$ cat config.mk
export PLATFORM = sky130hd
export DESIGN_NAME = psd_sqrt_cell
export DESIGN_NICKNAME = d
export VERILOG_FILES = /design/src/sv/psd_pkg.sv /design/src/sv/psd_sqrt_cell.sv
export SDC_FILE = /design/constraint.sdc
export NUM_CORES = 1
export LEC_CHECK = 0
export ABC_AREA = 1
export BUFFER_PORTS_ARGS = -buffer_cell sky130_fd_sc_hd__buf_4
export CAP_MARGIN = 25
export CELL_PAD_IN_SITES_DETAIL_PLACEMENT = 0
export CELL_PAD_IN_SITES_GLOBAL_PLACEMENT = 1
export CORE_MARGIN = 2
export CORE_UTILIZATION = 40
export CTS_BUF_LIST = sky130_fd_sc_hd__clkbuf_8
export DETAILED_ROUTE_END_ITERATION = 10
export PLACE_DENSITY = 0.94
export SETUP_SLACK_MARGIN = 0.05
export SLEW_MARGIN = 25
export SYNTH_ARGS = -nofsm -noshare
export SYNTH_HDL_FRONTEND = slang
export SYNTH_SLANG_ARGS = --single-unit
export TNS_END_PERCENT = 30
$ cat constraint.sdc
create_clock -name clk -period 2.1 [get_ports clk]
set_clock_uncertainty 0.05 [all_clocks]
set_input_delay 0.63 -clock clk [delete_from_list [all_inputs] [get_ports clk]]
set_output_delay 0.63 -clock clk [all_outputs]
set_load 0.01 [all_outputs]
$ cat src/sv/psd_pkg.sv
// Shared types and constants for the point to segment distance block.
package psd_pkg;

	localparam int COORD_WIDTH_DEF = 16;
	localparam int FRAC_BITS_DEF   = 8;
	localparam int DIST_W          = 25;
	localparam logic [DIST_W-1:0] DIST_MAX = {DIST_W{1'b1}};

	typedef enum logic [1:0] {
		CASE_BEYOND_B = 2'd0,
		CASE_BEFORE_A = 2'd1,
		CASE_PERP     = 2'd2,
		CASE_DEGEN    = 2'd3
	} nearest_case_t;

	// Control that walks down the cell chain next to each word.
	typedef struct packed {
		logic          valid;
		nearest_case_t kase;
	} psd_ctl_t;

endpackage

$ cat src/sv/psd_sqrt_cell.sv
// One digit-recurrence square root step: one root bit per cell.
module psd_sqrt_cell import psd_pkg::*; #(
	parameter int QW    = 25,
	parameter int RAD_W = 50
) (
	input  logic             clk,
	input  logic             arst_n,
	input  logic             en,
	input  psd_ctl_t         ctl_i,
	input  logic [RAD_W-1:0] rad_i,
	input  logic [QW:0]      rem_i,
	input  logic [QW-1:0]    root_i,
	output psd_ctl_t         ctl_o,
	output logic [RAD_W-1:0] rad_o,
	output logic [QW:0]      rem_o,
	output logic [QW-1:0]    root_o
);

	logic [QW+2:0] cur;
	logic [QW+2:0] trial;
	logic [QW+2:0] diff;
	logic          ge;

	assign cur   = {rem_i, rad_i[RAD_W-1 -: 2]};
	assign trial = {1'b0, root_i, 2'b01};
	assign ge    = cur >= trial;
	assign diff  = cur - trial;

	always_ff @(posedge clk or negedge arst_n) begin
		if (!arst_n)
			ctl_o <= '0;
		else if (en)
			ctl_o <= ctl_i;
	end

	always_ff @(posedge clk) begin
		if (en) begin
			rad_o  <= rad_i << 2;
			rem_o  <= ge ? diff[QW:0] : cur[QW:0];
			root_o <= {root_i[QW-2:0], ge};
		end
	end

endmodule
==> flow_summary.toml <==
[pwr]
pwr-share-seq = 0.455
power_frac_clock = 0.235
power.density_mw_per_mm2 = 628
ir_drop_v = 0.000380
power_frac_comb = 0.310
p_sw_uw = 1650
swShare = 0.297
p_leak_uw = 0.00435
internal-power_uw = 3910

[routing]
drc = 0
wirelength_um = 16400
ant_nets = 0
routedWlPerCell_um = 15.0
drt_first_iter_violations = 291
firstDrtPassIters = 5
drt-vias-per-instance = 4.58
vias = 5027

[floorplanning]
start_util = 0.405
dieWidth_um = 122
coreArea_mm2 = 0.0138
die_h_um = 122
die-area_mm2 = 0.0149
io_pins = 211
rows = 43

[clock_network]
cts-root-buf = "clkbuf_8"
path_clk_slew_ns = 0.12
clk_latency_ns = 0.39
h-tree-depth = 3
tritoncts = "done"
cts_buffers = 9
clockBufferDepth = 2
cts.sinks = 102

[timing]
report.final.slew_viol_count = 0
fmaxAchievable_mhz = 492
fin_tns_setup_ns = 0
layout_setup_ws_ns = 0.0685
hold_viol_final = 0
setup_viol = 0
period_needed_ns = 2.03
rsz0062_at_grt = "yes"
finalCritPeriodShare = 0.967

[critical_path]
crit_required_ns = 2.21
worstSetupPathType = "in2reg"
cp-start-kind = "input port"
cpPeakStageDelay_ns = 0.24
critPathSlowestCell = "clkbuf_16"
timing.rr.start = "ctl_o[1]"
cp-startpoint = "root_i[1]"
critPathCaptureType = "register"
crit_chain = "buf_4 > inv_2 > ha_4 > nand2_1 > nand2_1 > inv_1 > nand2_2 > nand3_2 > nand3_2 > nand2_2 > nand3_4 > clkbuf_16 > nand3_2 > nand2_1"
crit_arrival_ns = 2.14
cp_max_fo = 7

[grt]
grt_overflow = 0
grt_pass1_vias = 4887
grt_max_degree = 53
grt_use_total = 0.212
grt_pass1_wl_um = 24000
antenna_found_initial = 0

[synthesis]
synth_top_area_cell = "edfxtp_1"
ys_top_cells_by_area = "edfxtp_1, nand2_1, inv_1"
postSynthAreaPerCell_um2 = 9.10
ys_ff_latch = 102
syn_area_mm2 = 0.00558
synth_top_area_frac = 0.533
ys_seq_area_frac = 0.546
synth_cell_type_count = 31
synth_cells = 613
yosysWarnings = 0

[cells_and_area]
multi_input_area_mm2 = 0.00249
final_nets = 1047
n_antenna_cell = 0
layout.cells.non_filler = 1098
seqCellArea_mm2 = 0.00305
areaGrowthSynthToFinish_pct = 58.7
drive_above_1_share = 0.471
fillers = 1137

[placement]
placed_cells = 1075
place_congestion = 0.914
port_buffers = 208
place_hpwl_um = 12500
dp_slack_ns = -0.381

[job]
drv_cap = 0

[outcome]
outcome = "complete, no violations"

[min_path]
hold_class = "in2reg"
worstHoldStart = "root_i[23]"
-- flip-flops by register name, summed over array words and instances (netlist names) --
| name | count |
|---|---|
| ctl_o | 3 |
| rem_o | 26 |
| rad_o | 48 |
| root_o | 25 |
-- through the flow --
stage,utilization,total power [uW],cell area [um2],hold slack (ns)
after floorplan,-,3300,5880,0.284
after global placement,0.599,4130,8260,0.371
after detailed placement,0.599,4160,8260,0.374
after CTS,0.615,5450,8470,0.343
after global routing,0.643,5830,8850,0.343
final,0.643,5560,8850,0.354
-- power groups by stage --
stage	Sequential [uW]	Combinational [uW]	Clock (uW)
2_1_floorplan	2680	622	0
3_3_place_gp	2570	1550	0
3_5_place_dp	2580	1580	0
4_1_cts	2530	1590	1330
5_1_grt	2550	1880	1400
6_report	2530	1720	1310
-- metal layers --
metal | routed length, um | global-route usage | vias to the layer above | part of all wire
met5 | 0 | 0 | - | 0
met4 | 304 | 0.0718 | 0 | 0.019
met3 | 1140 | 0.0440 | 25 | 0.069
met2 | 8410 | 0.380 | 161 | 0.51
met1 | 6570 | 0.252 | 2284 | 0.40
li1 | - | - | 2557 | -
-- final timing paths --
check                      depth (start not counted)    endpoint  slack, ns
max reg2reg                                        1    ctl_o[1]       1.28
min in group asynchronous                          2    ctl_o[0]       0.54
min                                                1  root_o[24]       0.35
min reg2reg                                        1    ctl_o[2]       0.47
max                                               14   rem_o[25]       0.07
max in group asynchronous                          2    ctl_o[2]       1.36
-- placed cells by master, fill, tap and decap left out, drive strengths merged --
cell type      n
o21ai         13
clkbuf        12
conb           2
xnor2          1
clkinv         2
nor2          34
nand3b         5
dfrtp          3
mux2           3
nor4           1
and2           1
bufinv         1
nand2        208
dlygate4sd3    1
xor2          12
edfxtp        99
nand3         29
nor3           2
ha            27
nand4         21
buf          293
a21oi         13
o21bai         3
inv          132
-- kinds of logic after synthesis --
logic type	share of synthesized area
AND/OR/NAND/NOR	0.239
buffers and inverters	0.0974
flip-flops	0.546
AO/OA/AOI/OAI	0.0294
adder cells (fa/ha/maj)	0.0606
XOR/XNOR	0.0204
multiplexers	0.00606
other	0.000672
-- cell type report --
cell class,count,area share
clock buffers,9,0.0140
flip-flops and latches,102,0.344
repair buffers,297,0.268
inverters,128,0.0582
clock inverters,7,0.00820
multi-input cells,375,0.282
well taps,180,0.0254
-- what timing repair did --
item | in CTS | in global routing
setup buffers | 0 | 2
hold endpoints to repair | 3 | 0
hold buffers | 1 | 0
endpoints found under the setup margin | 1 | 26
gates cloned | 0 | 4
pin swaps | 0 | 34
gates resized for setup | 1 | 97
-- Yosys cell counts --
master,instances
a21oi_1,12
a21oi_4,1
and2_1,1
buf_2,2
buf_4,2
buf_6,1
buf_8,1
clkbuf_1,3
conb_1,1
dfrtp_1,3
edfxtp_1,99
ha_1,27
inv_1,127
inv_2,1
mux2_2,3
nand2_1,201
nand2_2,7
nand3_1,22
nand3_2,7
nand3b_1,5
nand4_1,20
nand4_2,1
nor2_1,30
nor2_2,2
nor2_4,2
nor3_2,2
nor4_1,1
o21ai_0,13
o21bai_1,3
xnor2_1,1
xor2_1,12
-- worst max-delay path: cells and delay by family --
family | cells | cell delay, ns
simple gates | 9 | 0.80
buf+inv | 4 | 0.48
fa+ha+maj | 1 | 0.21
No activity file was read; power rests on OpenSTA's default activity.
