File: src/sv/psd_pkg.sv
// Shared types and constants for the point to segment distance block.
package psd_pkg;

	localparam int COORD_WIDTH_DEF = 16;
	localparam int FRAC_BITS_DEF   = 8;
	localparam int DIST_W          = 25;
	localparam logic [DIST_W-1:0] DIST_MAX = {DIST_W{1'b1}};

	typedef enum logic [1:0] {
		CASE_BEYOND_B = 2'd0,
		CASE_BEFORE_A = 2'd1,
		CASE_PERP     = 2'd2,
		CASE_DEGEN    = 2'd3
	} nearest_case_t;

	// Control that walks down the cell chain next to each word.
	typedef struct packed {
		logic          valid;
		nearest_case_t kase;
	} psd_ctl_t;

endpackage

File: src/sv/psd_div_cell.sv
// One restoring divide step: one quotient bit per cell.
module psd_div_cell import psd_pkg::*; #(
	parameter int SW   = 34,
	parameter int RW   = 50,
	parameter int SB_W = 34
) (
	input  logic            clk,
	input  logic            arst_n,
	input  logic            en,
	input  psd_ctl_t        ctl_i,
	input  logic [SW-1:0]   rem_i,
	input  logic [RW-1:0]   num_i,
	input  logic [RW-1:0]   quot_i,
	input  logic [SW-1:0]   den_i,
	input  logic [SB_W-1:0] sb_i,
	output psd_ctl_t        ctl_o,
	output logic [SW-1:0]   rem_o,
	output logic [RW-1:0]   num_o,
	output logic [RW-1:0]   quot_o,
	output logic [SW-1:0]   den_o,
	output logic [SB_W-1:0] sb_o
);

	logic [SW:0] trial;
	logic [SW:0] diff;
	logic        ge;

	assign trial = {rem_i, num_i[RW-1]};
	assign ge    = trial >= {1'b0, den_i};
	assign diff  = trial - {1'b0, den_i};

	always_ff @(posedge clk or negedge arst_n) begin
		if (!arst_n)
			ctl_o <= '0;
		else if (en)
			ctl_o <= ctl_i;
	end

	always_ff @(posedge clk) begin
		if (en) begin
			rem_o  <= ge ? diff[SW-1:0] : trial[SW-1:0];
			num_o  <= num_i << 1;
			quot_o <= {quot_i[RW-2:0], ge};
			den_o  <= den_i;
			sb_o   <= sb_i;
		end
	end

endmodule

File: config.mk
export PLATFORM = sky130hd
export DESIGN_NAME = psd_div_cell
export DESIGN_NICKNAME = d
export VERILOG_FILES = /design/src/sv/psd_pkg.sv /design/src/sv/psd_div_cell.sv
export SDC_FILE = /design/constraint.sdc
export NUM_CORES = 1
export LEC_CHECK = 0
export BUFFER_PORTS_ARGS = -buffer_cell sky130_fd_sc_hd__buf_2
export CORE_AREA = 4 4 159 161
export CTS_CLUSTER_SIZE = 40
export DETAILED_ROUTE_END_ITERATION = 8
export DIE_AREA = 0 0 163 165
export PLACE_DENSITY = 0.74
export SLEW_MARGIN = 20
export SYNTH_ARGS = -nofsm -noshare
export SYNTH_HDL_FRONTEND = slang
export SYNTH_SLANG_ARGS = --single-unit
File: constraint.sdc
create_clock -name clk -period 0.99 [get_ports clk]
set_input_delay 0.198 -clock clk [delete_from_list [all_inputs] [get_ports clk]]
set_output_delay 0.198 -clock clk [all_outputs]
set_load 0.02 [all_outputs]
==> out/metrics.yaml <==
placement:
  place_area_um2: 12200
  weighted_congestion_reported_at_the_end_of_routability_driven_placement: 0.878
  io_buffer_count: 410
  place_inst: 1443
  detailed_place_hpwl_um: 21700
yosys:
  synth_top_family_by_area: "compound AO/OA/AOI/OAI gates"
  post_synth_fa_ha_maj_area_fraction: 0.0522
  synth-simple-area-share: 0.0625
  synthesis.area_um2: 8530
  synth-seq-area-share: 0.717
  synth-main-ff-cell: "sky130_fd_sc_hd__edfxtp_1"
  synth_enable_flop_cells: 201
  synth_fp_nets: 831
  synth_seq_cells: 204
  yosys.area_share.xor_xnor: 0.0298
  yosys_synthesis_warning_count: 0
  postSynth.asyncResetShare: 0.0147
  synthesis.instances: 588
  synth_cell_types: 58
  synth-compound-area-share: 0.0961
  synth.area.mux_share: 0.00924
  synth.avg_cell_area_um2: 14.5
global_route:
  maximum_number_of_pins_on_one_net_before_global_route_repair: 23
  grt_pass1_wl_um: 49800
  via_count_of_the_first_global_routing_pass: 8644
  globalRoute.totalOverflow: 0
  grt_antenna_before_repair: 9
  global_route.usage.total: 0.240
clocking:
  worst_setup_hold_path_clk_slew_ns: 0.06
  tritoncts.num_buffers: 22
  clk_root_buffer_cell: "sky130_fd_sc_hd__clkbuf_16"
  tritoncts_clock_tree: "done"
  worst_case_clock_buffer_depth: 3
  cts.sink_count: 204
  cts_max_level: 1
  clk-insertion-delay-late_ns: 0.49
drt:
  overall_via_count_from_detail_route: 8422
  routed_wirelength_um: 37200
  avgRoutedWirePerCell_um: 21.9
  drc_errors: 0
  detailedRoute.firstPassIterationCount: 5
  final_antenna_net_count: 0
  via_per_inst: 4.97
  initialDrtViolationCount: 561
power_and_ir_drop:
  pwr_density_cell_nw_per_um2: 1610
  vdd.ir_drop.worst_v: 0.00127
  power_w: 0.0269
  total_leakage_power_nw: 7.18
critical_path:
  critPathCaptureType: "register"
  cp.buffers_inverters: 3
  worstPathCellList: "buf_12 -> inv_12 -> ha_4 -> inv_2 -> fa_2 -> a21oi_4 -> o211ai_1 -> a211oi_2 -> o22ai_2 -> o2111ai_1 -> a41oi_1 -> or3_1 -> a31o_1"
  crit_path_max_incr_delay_ns: 0.39
  cp_slowest_cell: "sky130_fd_sc_hd__or3_1"
  critPathMaxFanout: 2
  worst_reg_to_reg_path_cell_count: 2
  worst-r2r-setup-slack_ns: 0.10
  cell_type_group_with_the_largest_total_delay_on_the_critical_path: "compound AO/OA/AOI/OAI gates"
  worst-endpoint-required_ns: 1.24
  arrival_ns: 2.54
  r2r-start: "ctl_o[2]$_DFFE_PN0P_"
  rr_endpoint: "ctl_o[2]$_DFFE_PN0P_"
  worst_setup_path_start_kind: "primary input"
  timing_worst_setup_path_type: "primary input to register"
final_layout:
  final_non_filler_cell_area_um2: 16700
  area_delta_synth_final_pct: 95.5
  final_nets: 1594
  post-route-util: 0.696
  final_layout_size_suffix_gt1_frac: 0.514
  finish.cell_count_without_fillers: 1696
sta:
  fin_crit_sh: 2.31
  finalSetupViolCount: 239
  clock.fmax_ghz: 0.438
  setup_repair_after_global_routing_missed_its_margin: "true"
  final_period_minus_worst_setup_slack_ns: 2.28
  hold_viol: 0
  setup_ws_ns: -1.29
  fin_tns_setup_ns: -88.92
  worst_clock_skew_ns: 0
  slew_violations: 0
floorplanning:
  design.die.area_um2: 26900
  fp.dieW_um: 163
  placement_rows: 57
  die_h_um: 165
  core_area_um2: 24000
  i_o_pin_cnt: 413
  initial_utilization: 0.356
min_path:
  hold_start: "rem_i[23]"
  holdPathStages: 3
  hold_end: "rem_o[24]$_DFFE_PP_"
  min_path_type: "primary input to register"
outcome:
  violations: "negative setup slack"
  outcome: "complete, but fails checks"
job:
  max_cap_viol_count: 0
[metrics by stage]
step           setup slack [ns]  hold WS, ns
5_1_grt                   -1.40       0.0297
2_1_floorplan             -1.62      -0.0976
4_1_cts                   -1.19      0.00450
3_3_place_gp              -1.78     -0.00552
3_5_place_dp              -1.83     -0.00200
6_report                  -1.29       0.0240
[worst max path at each step]
stage                     cells after the start  startpoint                   to
final                                        13   num_i[49]  rem_o[32]$_DFFE_PP_
after global routing                         13   num_i[49]  rem_o[32]$_DFFE_PP_
after CTS                                    13   num_i[49]  rem_o[32]$_DFFE_PP_
after detailed placement                     13   num_i[49]  rem_o[32]$_DFFE_PP_
after global placement                       13   num_i[49]  rem_o[32]$_DFFE_PP_
after floorplan                              12   num_i[49]  rem_o[32]$_DFFE_PP_
[cells in the final DEF, fill, tap and decap left out, types with 10 or more instances in the layout]
master	netlist	layout
sky130_fd_sc_hd__o21ai_2	0	18
sky130_fd_sc_hd__o21ai_1	4	20
sky130_fd_sc_hd__xnor2_1	16	15
sky130_fd_sc_hd__nand2_1	52	46
sky130_fd_sc_hd__a21o_1	11	11
sky130_fd_sc_hd__ha_4	0	15
sky130_fd_sc_hd__buf_4	4	148
sky130_fd_sc_hd__o21ai_0	44	10
sky130_fd_sc_hd__a21oi_1	32	25
sky130_fd_sc_hd__edfxtp_1	201	201
sky130_fd_sc_hd__buf_12	0	11
sky130_fd_sc_hd__xor2_1	13	12
sky130_fd_sc_hd__nor2_1	22	21
sky130_fd_sc_hd__ha_1	34	17
sky130_fd_sc_hd__buf_6	1	199
sky130_fd_sc_hd__buf_2	4	216
sky130_fd_sc_hd__dlygate4sd3_1	0	180
sky130_fd_sc_hd__clkbuf_16	0	23
sky130_fd_sc_hd__inv_1	41	35
[synth_stat cells (all sizes together) (2+ instances only)]
library cell / count / share of area
nand4: 9 / 0.0066
a221oi: 2 / 0.0021
a31oi: 3 / 0.0022
o21a: 3 / 0.0026
buf: 10 / 0.0089
edfxtp: 201 / 0.71
a21o: 11 / 0.0097
nand3: 7 / 0.0041
and3: 3 / 0.0022
a21oi: 34 / 0.021
xnor2: 16 / 0.016
o21bai: 4 / 0.0035
xor2: 13 / 0.013
nor3: 6 / 0.0035
inv: 42 / 0.018
o21ai: 48 / 0.028
a311oi: 2 / 0.0028
clkbuf: 12 / 0.0057
nand2: 52 / 0.023
o211ai: 5 / 0.0050
ha: 34 / 0.050
o31ai: 4 / 0.0035
dfrtp: 3 / 0.0088
a211oi: 4 / 0.0041
a21boi: 2 / 0.0022
mux2: 7 / 0.0092
nor2b: 2 / 0.0015
or3: 3 / 0.0022
nor4: 2 / 0.0015
nor2: 22 / 0.0097
and2: 4 / 0.0029
nand2b: 4 / 0.0029
[cell type report]
cell class / instances / area (um2)
Antenna cell: 6 / 15.0
Multi-Input combinational cell: 320 / 2610
Timing Repair Buffer: 761 / 6570
Fill cell: 1516 / 7290
Clock buffer: 28 / 594
Clock inverter: 11 / 166
Tap cell: 324 / 405
Sequential cell: 204 / 6110
Inverter: 42 / 200
[sequential cells by signal, summed over array words and instances (netlist names)]
name,flops
ctl_o,3
den_o,34
num_o,49
quot_o,50
rem_o,34
sb_o,34
[kinds of logic after synthesis]
logic type,count (synthesis)
other,1
flip-flops,204
buffers and inverters,64
XOR/XNOR,29
multiplexers,7
adder cells (fa/ha/maj),35
AND/OR/NAND/NOR,117
AO/OA/AOI/OAI,131
[per-layer routing]
layer | part of all wire | wire length, um | track usage
met5 | 0.00091 | 34 | 0
met4 | 0.048 | 1800 | 0.0987
met3 | 0.080 | 2990 | 0.0606
met2 | 0.53 | 19600 | 0.443
met1 | 0.35 | 12800 | 0.263
[power breakdown]
part	switching, W	internal, W
clock network	0.00344	0.00531
registers	0.000458	0.0105
logic	0.00344	0.00375
total	0.00734	0.0195
[tightest hold or removal path: cells and delay by family]
kind	cells	cell delay, ns
compound gates	1	0.06
simple gates	1	0.05
buf+inv	1	0.10
[repair_timing]
| item | in CTS | in global routing |
|---|---|---|
| hold buffers | 180 | 0 |
| cloned | 4 | 0 |
| setup buffers | 20 | 5 |
| endpoints found under the setup margin | 239 | 239 |
| pin swaps | 20 | 20 |
| gates resized for setup | 261 | 223 |
| endpoints found under the hold margin | 182 | 0 |
(Power assumes the default switching activity.)
